[src/sv/ble_pkg.sv]
package ble_pkg;

  localparam int WINDOW_DEF = 60;

  localparam int CV_W     = 10;
  localparam int MA_W     = 12;
  localparam int GAIN_W   = 8;
  localparam int THR_W    = 11;
  localparam int SAMPLE_W = 11;
  localparam int LEVEL_W  = 3;

  localparam int S_DATA_W  = 24;
  localparam int M_DATA_W  = 8;
  localparam int CFG_IDX_W = 3;
  localparam int CFG_DAT_W = 11;

  // gain * current + half of the divisor
  localparam int PROD_W = 20;
  localparam logic [PROD_W-1:0] ROUND_HALF = PROD_W'(500);

  // floor(x / 1000) == (x * RECIP_1000) >> DIV_SHIFT for every x below 2**20
  localparam int DIV_SHIFT = 30;
  localparam int RECIP_W   = 21;
  localparam logic [RECIP_W-1:0] RECIP_1000 = RECIP_W'(1073742);
  localparam int QUOT_W    = 11;

  localparam logic [SAMPLE_W-1:0] SAMPLE_MAX = SAMPLE_W'(2047);

  localparam logic [THR_W-1:0]  THR_FOUR_RST  = THR_W'(386);
  localparam logic [THR_W-1:0]  THR_THREE_RST = THR_W'(372);
  localparam logic [THR_W-1:0]  THR_TWO_RST   = THR_W'(361);
  localparam logic [THR_W-1:0]  THR_ONE_RST   = THR_W'(330);
  localparam logic [GAIN_W-1:0] GAIN_RST      = GAIN_W'(12);

  localparam logic [LEVEL_W-1:0] LEVEL_ZERO  = LEVEL_W'(0);
  localparam logic [LEVEL_W-1:0] LEVEL_ONE   = LEVEL_W'(1);
  localparam logic [LEVEL_W-1:0] LEVEL_TWO   = LEVEL_W'(2);
  localparam logic [LEVEL_W-1:0] LEVEL_THREE = LEVEL_W'(3);
  localparam logic [LEVEL_W-1:0] LEVEL_FOUR  = LEVEL_W'(4);

  typedef enum logic [CFG_IDX_W-1:0] {
    CFG_THRESH_FOUR  = 3'd0,
    CFG_THRESH_THREE = 3'd1,
    CFG_THRESH_TWO   = 3'd2,
    CFG_THRESH_ONE   = 3'd3,
    CFG_COMP_GAIN    = 3'd4
  } cfg_index_t;

  typedef struct packed {
    logic [THR_W-1:0]  thr_four;
    logic [THR_W-1:0]  thr_three;
    logic [THR_W-1:0]  thr_two;
    logic [THR_W-1:0]  thr_one;
    logic [GAIN_W-1:0] gain;
  } cfg_t;

  typedef struct packed {
    logic [SAMPLE_W-1:0] comp;
    logic                charging;
  } comp_item_t;

  typedef struct packed {
    logic full;
    logic charging;
  } ring_flags_t;

endpackage

[src/sv/ble_ram.sv]
module ble_ram #(
  parameter int WIDTH = 11,
  parameter int DEPTH = 60
) (
  input  logic                     clk,
  input  logic                     we,
  input  logic [$clog2(DEPTH)-1:0] waddr,
  input  logic [WIDTH-1:0]         wdata,
  input  logic [$clog2(DEPTH)-1:0] raddr,
  output logic [WIDTH-1:0]         rdata
);

  logic [WIDTH-1:0] mem [DEPTH];

  always_ff @(posedge clk) begin
    if (we) begin
      mem[waddr] <= wdata;
    end
    rdata <= mem[raddr];
  end

endmodule

[src/sv/ble_comp.sv]
module ble_comp (
  input  logic                        clk,
  input  logic                        rst,
  input  logic [ble_pkg::GAIN_W-1:0]  gain,
  input  logic                        in_valid,
  output logic                        in_ready,
  input  logic [ble_pkg::CV_W-1:0]    battery_cv,
  input  logic [ble_pkg::MA_W-1:0]    motor_ma,
  input  logic                        charging,
  output logic                        out_valid,
  input  logic                        out_ready,
  output ble_pkg::comp_item_t         out_item
);

  localparam int QP_W = ble_pkg::PROD_W + ble_pkg::RECIP_W;

  logic                          a_valid;
  logic [ble_pkg::CV_W-1:0]      a_cv;
  logic [ble_pkg::MA_W-1:0]      a_ma;
  logic                          a_chg;
  logic                          b_valid;
  logic [ble_pkg::PROD_W-1:0]    b_prod;
  logic [ble_pkg::CV_W-1:0]      b_cv;
  logic                          b_chg;
  logic                          a_free;
  logic                          b_free;
  logic                          c_free;
  logic [ble_pkg::PROD_W-1:0]    prod_next;
  logic [QP_W-1:0]               quot_prod;
  logic [ble_pkg::QUOT_W-1:0]    quot;
  logic [ble_pkg::SAMPLE_W:0]    comp_sum;
  logic [ble_pkg::SAMPLE_W-1:0]  comp_next;

  assign c_free   = !out_valid || out_ready;
  assign b_free   = !b_valid || c_free;
  assign a_free   = !a_valid || b_free;
  assign in_ready = a_free;

  // gain * current, rounded half up before the divide by 1000
  assign prod_next = ble_pkg::PROD_W'(gain) * ble_pkg::PROD_W'(a_ma) + ble_pkg::ROUND_HALF;

  assign quot_prod = QP_W'(b_prod) * QP_W'(ble_pkg::RECIP_1000);
  assign quot      = quot_prod[ble_pkg::DIV_SHIFT +: ble_pkg::QUOT_W];
  assign comp_sum  = (ble_pkg::SAMPLE_W + 1)'(b_cv) + (ble_pkg::SAMPLE_W + 1)'(quot);
  assign comp_next = (comp_sum > (ble_pkg::SAMPLE_W + 1)'(ble_pkg::SAMPLE_MAX)) ?
                     ble_pkg::SAMPLE_MAX : comp_sum[ble_pkg::SAMPLE_W-1:0];

  always_ff @(posedge clk) begin
    if (rst) begin
      a_valid   <= 1'b0;
      b_valid   <= 1'b0;
      out_valid <= 1'b0;
    end else begin
      if (a_free) begin
        a_valid <= in_valid;
      end
      if (b_free) begin
        b_valid <= a_valid;
      end
      if (c_free) begin
        out_valid <= b_valid;
      end
    end
  end

  always_ff @(posedge clk) begin
    if (a_free) begin
      a_cv  <= battery_cv;
      a_ma  <= motor_ma;
      a_chg <= charging;
    end
    if (b_free) begin
      b_prod <= prod_next;
      b_cv   <= a_cv;
      b_chg  <= a_chg;
    end
    if (c_free) begin
      out_item.comp     <= comp_next;
      out_item.charging <= b_chg;
    end
  end

endmodule

[src/sv/ble_ring.sv]
module ble_ring #(
  parameter int WINDOW = ble_pkg::WINDOW_DEF
) (
  input  logic                                            clk,
  input  logic                                            rst,
  input  logic                                            in_valid,
  output logic                                            in_ready,
  input  ble_pkg::comp_item_t                             in_item,
  output logic                                            out_valid,
  input  logic                                            out_ready,
  output logic [ble_pkg::SAMPLE_W+$clog2(WINDOW)-1:0]     out_sum,
  output ble_pkg::ring_flags_t                            out_flags
);

  localparam int AW    = $clog2(WINDOW);
  localparam int SUM_W = ble_pkg::SAMPLE_W + AW;

  logic [AW-1:0]                wptr;
  logic [AW-1:0]                wptr_next;
  logic                         full;
  logic                         full_next;
  logic [SUM_W-1:0]             sum;
  logic [SUM_W-1:0]             sum_next;
  logic [ble_pkg::SAMPLE_W-1:0] old_sample;
  logic                         xfer;
  logic                         wrap;

  assign in_ready = !out_valid || out_ready;
  assign xfer     = in_valid && in_ready;
  assign wrap     = (wptr == AW'(WINDOW - 1));

  // read address runs one slot ahead so the oldest sample is ready for the next item
  always_comb begin
    wptr_next = wptr;
    full_next = full;
    sum_next  = sum;
    if (xfer) begin
      wptr_next = wrap ? '0 : wptr + AW'(1);
      full_next = full || wrap;
      sum_next  = (full ? sum - SUM_W'(old_sample) : sum) + SUM_W'(in_item.comp);
    end
  end

  ble_ram #(
    .WIDTH (ble_pkg::SAMPLE_W),
    .DEPTH (WINDOW)
  ) u_ram (
    .clk   (clk),
    .we    (xfer),
    .waddr (wptr),
    .wdata (in_item.comp),
    .raddr (wptr_next),
    .rdata (old_sample)
  );

  always_ff @(posedge clk) begin
    if (rst) begin
      wptr      <= '0;
      full      <= 1'b0;
      sum       <= '0;
      out_valid <= 1'b0;
    end else begin
      wptr <= wptr_next;
      full <= full_next;
      sum  <= sum_next;
      if (in_ready) begin
        out_valid <= in_valid;
      end
    end
  end

  always_ff @(posedge clk) begin
    if (xfer) begin
      out_sum            <= sum_next;
      out_flags.full     <= full_next;
      out_flags.charging <= in_item.charging;
    end
  end

endmodule

[src/sv/ble_level.sv]
module ble_level #(
  parameter int WINDOW = ble_pkg::WINDOW_DEF
) (
  input  logic                                        clk,
  input  logic                                        rst,
  input  ble_pkg::cfg_t                               cfg,
  input  logic                                        in_valid,
  output logic                                        in_ready,
  input  logic [ble_pkg::SAMPLE_W+$clog2(WINDOW)-1:0] in_sum,
  input  ble_pkg::ring_flags_t                        in_flags,
  output logic                                        out_valid,
  input  logic                                        out_ready,
  output logic [ble_pkg::LEVEL_W-1:0]                 level,
  output logic                                        window_full
);

  localparam int AW     = $clog2(WINDOW);
  localparam int SUM_W  = ble_pkg::SAMPLE_W + AW;
  localparam int SHIFT  = SUM_W + AW;
  localparam int RCP_W  = SUM_W + 2;
  localparam int MUL_W  = SUM_W + RCP_W;
  localparam longint RECIP = ((longint'(1) << SHIFT) + longint'(WINDOW) - 1) / longint'(WINDOW);

  logic                           d_valid;
  logic [ble_pkg::SAMPLE_W-1:0]   d_avg;
  ble_pkg::ring_flags_t           d_flags;
  logic                           d_free;
  logic                           o_free;
  logic [MUL_W-1:0]               avg_prod;
  logic [ble_pkg::LEVEL_W-1:0]    mapped;

  assign o_free   = !out_valid || out_ready;
  assign d_free   = !d_valid || o_free;
  assign in_ready = d_free;

  // truncating divide by the window length
  assign avg_prod = MUL_W'(in_sum) * MUL_W'(RECIP);

  always_comb begin
    if (d_avg >= cfg.thr_four) begin
      mapped = ble_pkg::LEVEL_FOUR;
    end else if (d_avg >= cfg.thr_three) begin
      mapped = ble_pkg::LEVEL_THREE;
    end else if (d_avg >= cfg.thr_two) begin
      mapped = ble_pkg::LEVEL_TWO;
    end else if (d_avg >= cfg.thr_one) begin
      mapped = ble_pkg::LEVEL_ONE;
    end else begin
      mapped = ble_pkg::LEVEL_ZERO;
    end
  end

  always_ff @(posedge clk) begin
    if (rst) begin
      d_valid     <= 1'b0;
      out_valid   <= 1'b0;
      level       <= ble_pkg::LEVEL_FOUR;
      window_full <= 1'b0;
    end else begin
      if (d_free) begin
        d_valid <= in_valid;
      end
      if (o_free) begin
        out_valid <= d_valid;
      end
      if (d_valid && o_free) begin
        window_full <= d_flags.full;
        // level only drops unless charging
        if (d_flags.full && (d_flags.charging || mapped < level)) begin
          level <= mapped;
        end
      end
    end
  end

  always_ff @(posedge clk) begin
    if (d_free) begin
      d_avg   <= avg_prod[SHIFT +: ble_pkg::SAMPLE_W];
      d_flags <= in_flags;
    end
  end

endmodule

[src/sv/battery_level_estimator.sv]
// channel  direction  payload
// s_*      in         tdata: battery_cv, motor_ma; tuser: charging
// m_*      out        tdata: level; tuser: window_full
// cfg_*    in         cfg_index selects register, cfg_data is the value
//
// one item per cycle sustained while m_tready is high; a result is registered in turn
// by comp a, b, out, the ring output and level d, out, which hold the gain multiply,
// the divide by 1000, the ring memory read/update and the divide by the window length
// rst clears pointer, sum, fill flag and level (4); the ring needs no clearing
// a stalled m side fills the pipeline bubbles first, then holds s_tready low
module battery_level_estimator #(
  parameter int WINDOW = ble_pkg::WINDOW_DEF
) (
  input  logic                            clk,
  input  logic                            rst,
  input  logic                            s_tvalid,
  output logic                            s_tready,
  input  logic [ble_pkg::S_DATA_W-1:0]    s_tdata,   // battery_cv, motor_ma, zero pad
  input  logic                            s_tuser,   // charging
  output logic                            m_tvalid,
  input  logic                            m_tready,
  output logic [ble_pkg::M_DATA_W-1:0]    m_tdata,   // level, zero pad
  output logic                            m_tuser,   // window_full
  input  logic                            cfg_valid,
  output logic                            cfg_ready,
  input  logic [ble_pkg::CFG_IDX_W-1:0]   cfg_index,
  input  logic [ble_pkg::CFG_DAT_W-1:0]   cfg_data
);

  localparam int SUM_W = ble_pkg::SAMPLE_W + $clog2(WINDOW);

  ble_pkg::cfg_t               cfg;
  ble_pkg::comp_item_t         comp_item;
  ble_pkg::ring_flags_t        ring_flags;
  logic                        comp_valid;
  logic                        comp_ready;
  logic                        ring_valid;
  logic                        ring_ready;
  logic [SUM_W-1:0]            ring_sum;
  logic [ble_pkg::LEVEL_W-1:0] level;

  assign cfg_ready = 1'b1;

  always_ff @(posedge clk) begin
    if (rst) begin
      cfg.thr_four  <= ble_pkg::THR_FOUR_RST;
      cfg.thr_three <= ble_pkg::THR_THREE_RST;
      cfg.thr_two   <= ble_pkg::THR_TWO_RST;
      cfg.thr_one   <= ble_pkg::THR_ONE_RST;
      cfg.gain      <= ble_pkg::GAIN_RST;
    end else if (cfg_valid && cfg_ready) begin
      case (ble_pkg::cfg_index_t'(cfg_index))
        ble_pkg::CFG_THRESH_FOUR:  cfg.thr_four  <= cfg_data;
        ble_pkg::CFG_THRESH_THREE: cfg.thr_three <= cfg_data;
        ble_pkg::CFG_THRESH_TWO:   cfg.thr_two   <= cfg_data;
        ble_pkg::CFG_THRESH_ONE:   cfg.thr_one   <= cfg_data;
        ble_pkg::CFG_COMP_GAIN:    cfg.gain      <= cfg_data[ble_pkg::GAIN_W-1:0];
        default: ;
      endcase
    end
  end

  ble_comp u_comp (
    .clk        (clk),
    .rst        (rst),
    .gain       (cfg.gain),
    .in_valid   (s_tvalid),
    .in_ready   (s_tready),
    .battery_cv (s_tdata[ble_pkg::CV_W-1:0]),
    .motor_ma   (s_tdata[ble_pkg::CV_W +: ble_pkg::MA_W]),
    .charging   (s_tuser),
    .out_valid  (comp_valid),
    .out_ready  (comp_ready),
    .out_item   (comp_item)
  );

  ble_ring #(
    .WINDOW (WINDOW)
  ) u_ring (
    .clk       (clk),
    .rst       (rst),
    .in_valid  (comp_valid),
    .in_ready  (comp_ready),
    .in_item   (comp_item),
    .out_valid (ring_valid),
    .out_ready (ring_ready),
    .out_sum   (ring_sum),
    .out_flags (ring_flags)
  );

  ble_level #(
    .WINDOW (WINDOW)
  ) u_level (
    .clk         (clk),
    .rst         (rst),
    .cfg         (cfg),
    .in_valid    (ring_valid),
    .in_ready    (ring_ready),
    .in_sum      (ring_sum),
    .in_flags    (ring_flags),
    .out_valid   (m_tvalid),
    .out_ready   (m_tready),
    .level       (level),
    .window_full (m_tuser)
  );

  assign m_tdata = ble_pkg::M_DATA_W'(level);

endmodule

[config.mk]
export PLATFORM = sky130hd
export DESIGN_NAME = battery_level_estimator
export DESIGN_NICKNAME = d
export VERILOG_FILES = /design/src/sv/ble_pkg.sv /design/src/sv/ble_ram.sv /design/src/sv/ble_comp.sv /design/src/sv/ble_ring.sv /design/src/sv/ble_level.sv /design/src/sv/battery_level_estimator.sv
export SDC_FILE = /design/constraint.sdc
export NUM_CORES = 2
export LEC_CHECK = 0
export ABC_AREA = 0
export BUFFER_PORTS_ARGS = -buffer_cell sky130_fd_sc_hd__buf_2
export CORE_ASPECT_RATIO = 0.8
export CORE_MARGIN = 5
export CORE_UTILIZATION = 55
export DETAILED_ROUTE_END_ITERATION = 6
export PLACE_DENSITY = 0.72
export SYNTH_ARGS = -nofsm -noshare
export SYNTH_HDL_FRONTEND = slang
export SYNTH_SLANG_ARGS = --single-unit
export TNS_END_PERCENT = 1
[constraint.sdc]
create_clock -name clk -period 9.4 [get_ports clk]
set_input_delay 0.47 -clock clk [delete_from_list [all_inputs] [get_ports clk]]
set_output_delay 0.47 -clock clk [all_outputs]
set_load 0.02 [all_outputs]
After elaboration in Yosys (flattened, before gate mapping)

Memory sizes are Yosys's and may differ from the RTL's. A register that Yosys moved wholly into a read port is not among the register bits.
Index checks and enable logic that the tools add are counted.

$add $sub $neg: 5
Multiply operators: 3
$lt $le $gt $ge: 6
Equality and inequality tests: 5
Multiplexer cells: 11
Reductions and logical operators: 24

Operator list:

| cell                     | count |
|---|---|
| $ge A11 B11 Y1           | 4 |
| $mul A20 B20 Y40 const B | 1 |
| $mul A17 B18 Y34 const B | 1 |
| $mux W17                 | 2 |
| $add A20 B9 Y20 const B  | 1 |
| $mul A8 B12 Y20          | 1 |
| $add A17 B11 Y17         | 1 |
| $sub A17 B11 Y17         | 1 |
| $add A10 B11 Y12         | 1 |
| $gt A12 B11 Y1 const B   | 1 |
| $mux W6                  | 2 |
| $reduce_and A2 Y1        | 6 |
| $mux W3                  | 3 |
| $logic_or A1 B1 Y1       | 8 |
| $add A6 B1 Y6 const B    | 1 |
| $eq A3 B2 Y1 const B     | 2 |
| $eq A6 B6 Y1 const B     | 1 |
| $logic_not A1 Y1         | 6 |
| $mux W1                  | 4 |
| $eq A3 B1 Y1 const B     | 1 |
| $eq A3 B3 Y1 const B     | 1 |
| $logic_and A1 B1 Y1      | 3 |
| $logic_not A3 Y1         | 1 |
| $lt A3 B3 Y1             | 1 |

Flip-flop bits (word level): 184
RAM bits: 660
Input bits: 44
Output and inout bits: 12
Logic and storage cells: 85
Memories: 1

Memory list:

| memory           | words | bits a word | rd ports | clocked after memory_dff | write ports | RTL line      | source |
|---|---|---|---|---|---|---|---|
| u_ring.u_ram.mem | 60    | 11          | 1        | 1                        | 1           | ble_ram.sv:13 | `logic [WIDTH-1:0] mem [DEPTH];` |

Depth between registers and ports, before layout

Depth after elaboration: 9
Depth in mapped cells: 31
Depth with buffers taken out: 31

Cells and area by module

Synthesis repeated with hierarchy kept, for this count alone.

Cell total of the unflattened synthesis: 3305
Area, all modules: 46813.6 µm²

By module, submodules not included:

| module                  | times used | cells an instance | area each (µm²) | sequential area each (µm²) |
|---|---|---|---|---|
| ble_ram                 | 1          | 1181              | 25899.8         | 20039.2 |
| ble_comp                | 1          | 1032              | 10752.8         | 2042.0 |
| ble_level               | 1          | 551               | 4993.5          | 510.5 |
| ble_ring                | 1          | 336               | 3022.9          | 1071.0 |
| battery_level_estimator | 1          | 205               | 2144.6          | 1041.0 |

Worst setup path before layout

Ideal clock, no wire load.

Kind: reg-to-reg
From: register u_comp.b_prod[2] (netlist name)
To: register u_comp.out_item[11] (netlist name) (data pin)
Arrival time: 6831 ps
Data required time: 9138 ps
Slack: 2307 ps
Stages on the path, launching flop included: 32
Path buffers: 0
Path through: edfxtp_1 > ha_1 > ha_1 > inv_1 > fa_1 > fa_1 > inv_1 > fa_1 > fa_1 > inv_1 > fa_1 > inv_1 > ha_1 > o21a_1 > o21a_1 > o21ai_0 > nand2b_1 > a41oi_1 > a211oi_1 > nor2_1 > xnor2_1 > ha_1 > fa_1 > a21o_1 > a21oi_1 > o21bai_1 > a21o_1 > a21o_1 > a21oi_1 > a2bb2oi_1 > nor2b_1 > mux2i_1

Longest elaborated chain between the ends: 3

RTL lines:

| element                | RTL line       | source |
|---|---|---|
| from (decl)            | ble_comp.sv:22 | `logic [ble_pkg::PROD_W-1:0] b_prod;` |
| from (signal assigned) | ble_comp.sv:73 | `b_prod <= prod_next;` |
| $mul A20 B20 Y40 (*)   | ble_comp.sv:42 | `assign quot_prod = QP_W'(b_prod) * QP_W'(ble_pkg::RECIP_1000);` |
| $add A10 B11 Y12 (*)   | ble_comp.sv:44 | `assign comp_sum = (ble_pkg::SAMPLE_W + 1)'(b_cv) + (ble_pkg::SAMPLE_W + 1)'(quot);` |
| $gt A12 B11 Y1         | ble_comp.sv:45 | `assign comp_next = (comp_sum > (ble_pkg::SAMPLE_W + 1)'(ble_pkg::SAMPLE_MAX)) ?` |
| to (decl)              | ble_comp.sv:12 | `output ble_pkg::comp_item_t out_item` |

Every way passes the cells marked *; elsewhere a longest branch is shown, timed or not.
A chain may end at the register's enable or synchronous reset.

Worst setup path after layout

From: register u_comp.b_prod[4] (netlist name)
To: register u_comp.out_item[8] (netlist name) (data pin)

Same word-level chain as after synthesis.

==> metrics.cfg <==
[final_layout]
area_growth_pct = 9.07
finalNonFillerCells = 4913
diodes = 0
drive_gt1_share_pct = 8.74
seqCellArea_sq_mm = 0.0247
multi_input_comb_area_sq_mm = 0.0197
final_nets = 4371
final_util_pct = 60.5
fillers = 6499

[clock_network]
cts_tree = built
htreeDepth = 3
clock_sink_count = 855
numCtsBuffers = 81
clk_pin_slew_worst_paths_ps = 60
clockBufferDepth = 3
cts-root-buf = clkbuf_16
cts_setup_buffers = 0
clk_latency_ps = 650

[timing]
slew_violations = 0
fin_setup_tns_ps = 0
min_period_ps = 7990
setup_viol = 0
worst_pin_slew_ps = 1300
rsz0062_at_grt = false
period_share_pct = 85.0
whs_ps = 32.3
slew_headroom_pct = 13.1
finalHoldViolCount = 0
fin_worst_skew_ps = 41.6
fmax_mhz = 125

[min_path]
worstHoldStart = s_tdata[14]
holdPathStages = 1
min_path_type = input pin to register

[logic_synthesis]
ys_ff_latch = 855
synth.avg_cell_area_sq_um = 12.6
synth_edf_count = 758
synthesis.area_sq_mm = 0.0465
synth_flop_cell = edfxtp_1
yosysSeqAreaShare_pct = 53.1
synthCells = 3685
synth.distinct_cells = 82
async_reset_ff_share_pct = 0
yosysWarningCount = 0

[critical_path]
r2r_cells = 27
crit_end = u_comp.out_item[8]
start_kind = register
cp_max_fo = 10
critical_path_class = register to register
max_stage_delay_ps = 550
startpoint = u_comp.b_prod[4]
cp.required_ps = 9770
cp_slowest_cell = edfxtp_1
regToRegStartpoint = u_comp.b_prod[4]
r2r_slack_ps = 1410
r2r_end = u_comp.out_item[8]
worstPathArrival_ps = 8360
crit_top_cell = fa_1
end_kind = register

[drt]
drt_pass1_iterations = 5
drcViolationCount = 0
via_per_inst = 5.80
drt_iter0_markers = 2733
wl_per_cell_um = 21.2
antenna_left = 0
vias = 28500
drt_wl_total_mm = 104

[global_route]
grt_max_degree = 127
grtUsageTotal_pct = 23.0
antenna_found_initial = 2
grt_pass1_vias = 28400
grt-ovfl-total = 0
grt_pass1_wl_mm = 164

[power]
power_density_mw_per_mm2 = 343
p_leak_nw = 20.1
ir_worst_vdd_v = 0.000669

[flow_run]
drv_cap = 0

[placement]
routabilityCongestion = 0.938
dp_hpwl_mm = 68.2
dp.cells = 4748
place.port_buffers = 47

[die]
pin_count = 56
die-area_sq_mm = 0.0905
die_w_um = 335
coreArea_sq_mm = 0.0839
initial_core_util_pct = 55.4
num_rows = 95
die_h_um = 270

[outcome]
status = complete, no violations

sequential cells by signal, indices dropped and copies added, names as in the netlist, 2 cells and up:
name / flops
u_ring.wptr: 6
cfg: 52
u_comp.b_cv: 10
u_level.level: 3
u_ring.u_ram.rdata: 11
u_ring.sum: 17
u_comp.b_prod: 20
u_ring.out_sum: 17
u_ring.u_ram.mem: 660
u_level.d_avg: 11
u_comp.a_ma: 12
u_comp.a_cv: 10
u_ring.out_flags: 2
u_comp.out_item: 12
u_level.d_flags: 2
cell usage in the layout, fill, tap and decap left out, types with 18 or more instances in the layout:
cell type	synthesis	final
dlygate4sd3_1	0	18
nor2b_1	25	25
a31oi_1	21	21
nand3_1	146	145
nor3_1	24	24
a21o_1	39	39
a21oi_1	115	115
buf_4	15	36
mux4_2	89	89
o211ai_1	31	31
edfxtp_1	758	758
and2_1	48	48
xnor2_1	45	45
nand2_1	497	497
inv_1	403	403
fa_1	189	189
mux2i_1	56	54
a311oi_1	25	25
clkbuf_16	0	83
clkbuf_1	72	27
ha_1	404	404
nor2_1	204	203
and3_1	30	30
dfxtp_1	97	97
buf_2	34	47
o21ai_0	60	59
through the flow:
stage	setup slack (ps)	power, W	instance area (sq um)
floorplan	2310	0.0117	46500
global placement	1650	0.0138	47800
detailed placement	1390	0.0141	47800
CTS	1360	0.0175	50700
global route	991	0.0190	50700
finish	1410	0.0174	50700
timing repair:
action,CTS,global route
endpoints found under the hold margin,18,0
resized for setup,0,0
hold buffers,18,0
cell type report:
type / instances / share of cell area, %
flip-flops and latches: 855 / 48.7
clock inverters: 29 / 0.846
well taps: 1115 / 2.75
clock buffers: 118 / 4.51
multi-input cells: 2288 / 38.8
repair buffers: 102 / 1.39
inverters: 406 / 3.00
worst max-delay path: cells and delay by family, from the launching register on:
kind	cells	cell delay [ps]
flops	1	550
compound gates	10	2340
simple gates	5	750
xor+xnor	1	270
fa+ha+maj	9	3700
buf+inv	2	100
how the worst min path moves through the flow:
| stage | to | slack (ps) |
|---|---|---|
| 6_report | u_comp.a_ma[4] | 30 |
| 2_1_floorplan | u_comp.b_chg | 400 |
| 5_1_grt | u_comp.a_ma[4] | 10 |
| 4_1_cts | u_comp.a_ma[4] | 3 |
| 3_5_place_dp | u_comp.b_cv[2] | 410 |
| 3_3_place_gp | u_comp.b_cv[2] | 400 |
synth_stat cells, drive strengths merged, types with 45 or more instances:
| cell | n | share of area (%) |
|---|---|---|
| a21oi | 116 | 1.3 |
| fa | 189 | 8.1 |
| nand3 | 146 | 1.6 |
| dfxtp | 97 | 4.2 |
| mux4 | 89 | 4.3 |
| clkbuf | 72 | 0.58 |
| nor2 | 204 | 1.6 |
| nand2 | 497 | 4.0 |
| o21ai | 63 | 0.68 |
| edfxtp | 758 | 49 |
| buf | 68 | 0.88 |
| and2 | 48 | 0.65 |
| xnor2 | 45 | 0.85 |
| ha | 404 | 11 |
| inv | 405 | 3.3 |
| mux2i | 56 | 1.2 |
kinds of logic after synthesis:
family / Yosys count / share of synthesized area, %
XOR/XNOR: 60 / 1.13
adder cells (fa/ha/maj): 593 / 19.0
AND/OR/NAND/NOR: 1058 / 10.2
multiplexers: 158 / 5.83
buffers and inverters: 546 / 4.74
other: 2 / 0.0161
AO/OA/AOI/OAI: 413 / 6.02
flip-flops: 855 / 53.1
report_power, final:
part,switching (W),internal [W]
combinational,0.00531,0.00391
clock,0.00144,0.00190
sequential,0.000142,0.00470
metal layers:
layer | track usage, % | wire length [um] | vias up
met5 | 0 | 7 | -
met4 | 7.33 | 3510 | 2
met1 | 33.9 | 45700 | 14100
li1 | - | - | 13200
met2 | 35.6 | 47400 | 1034
met3 | 3.82 | 7650 | 195
Power figures use the tool's default switching activity.
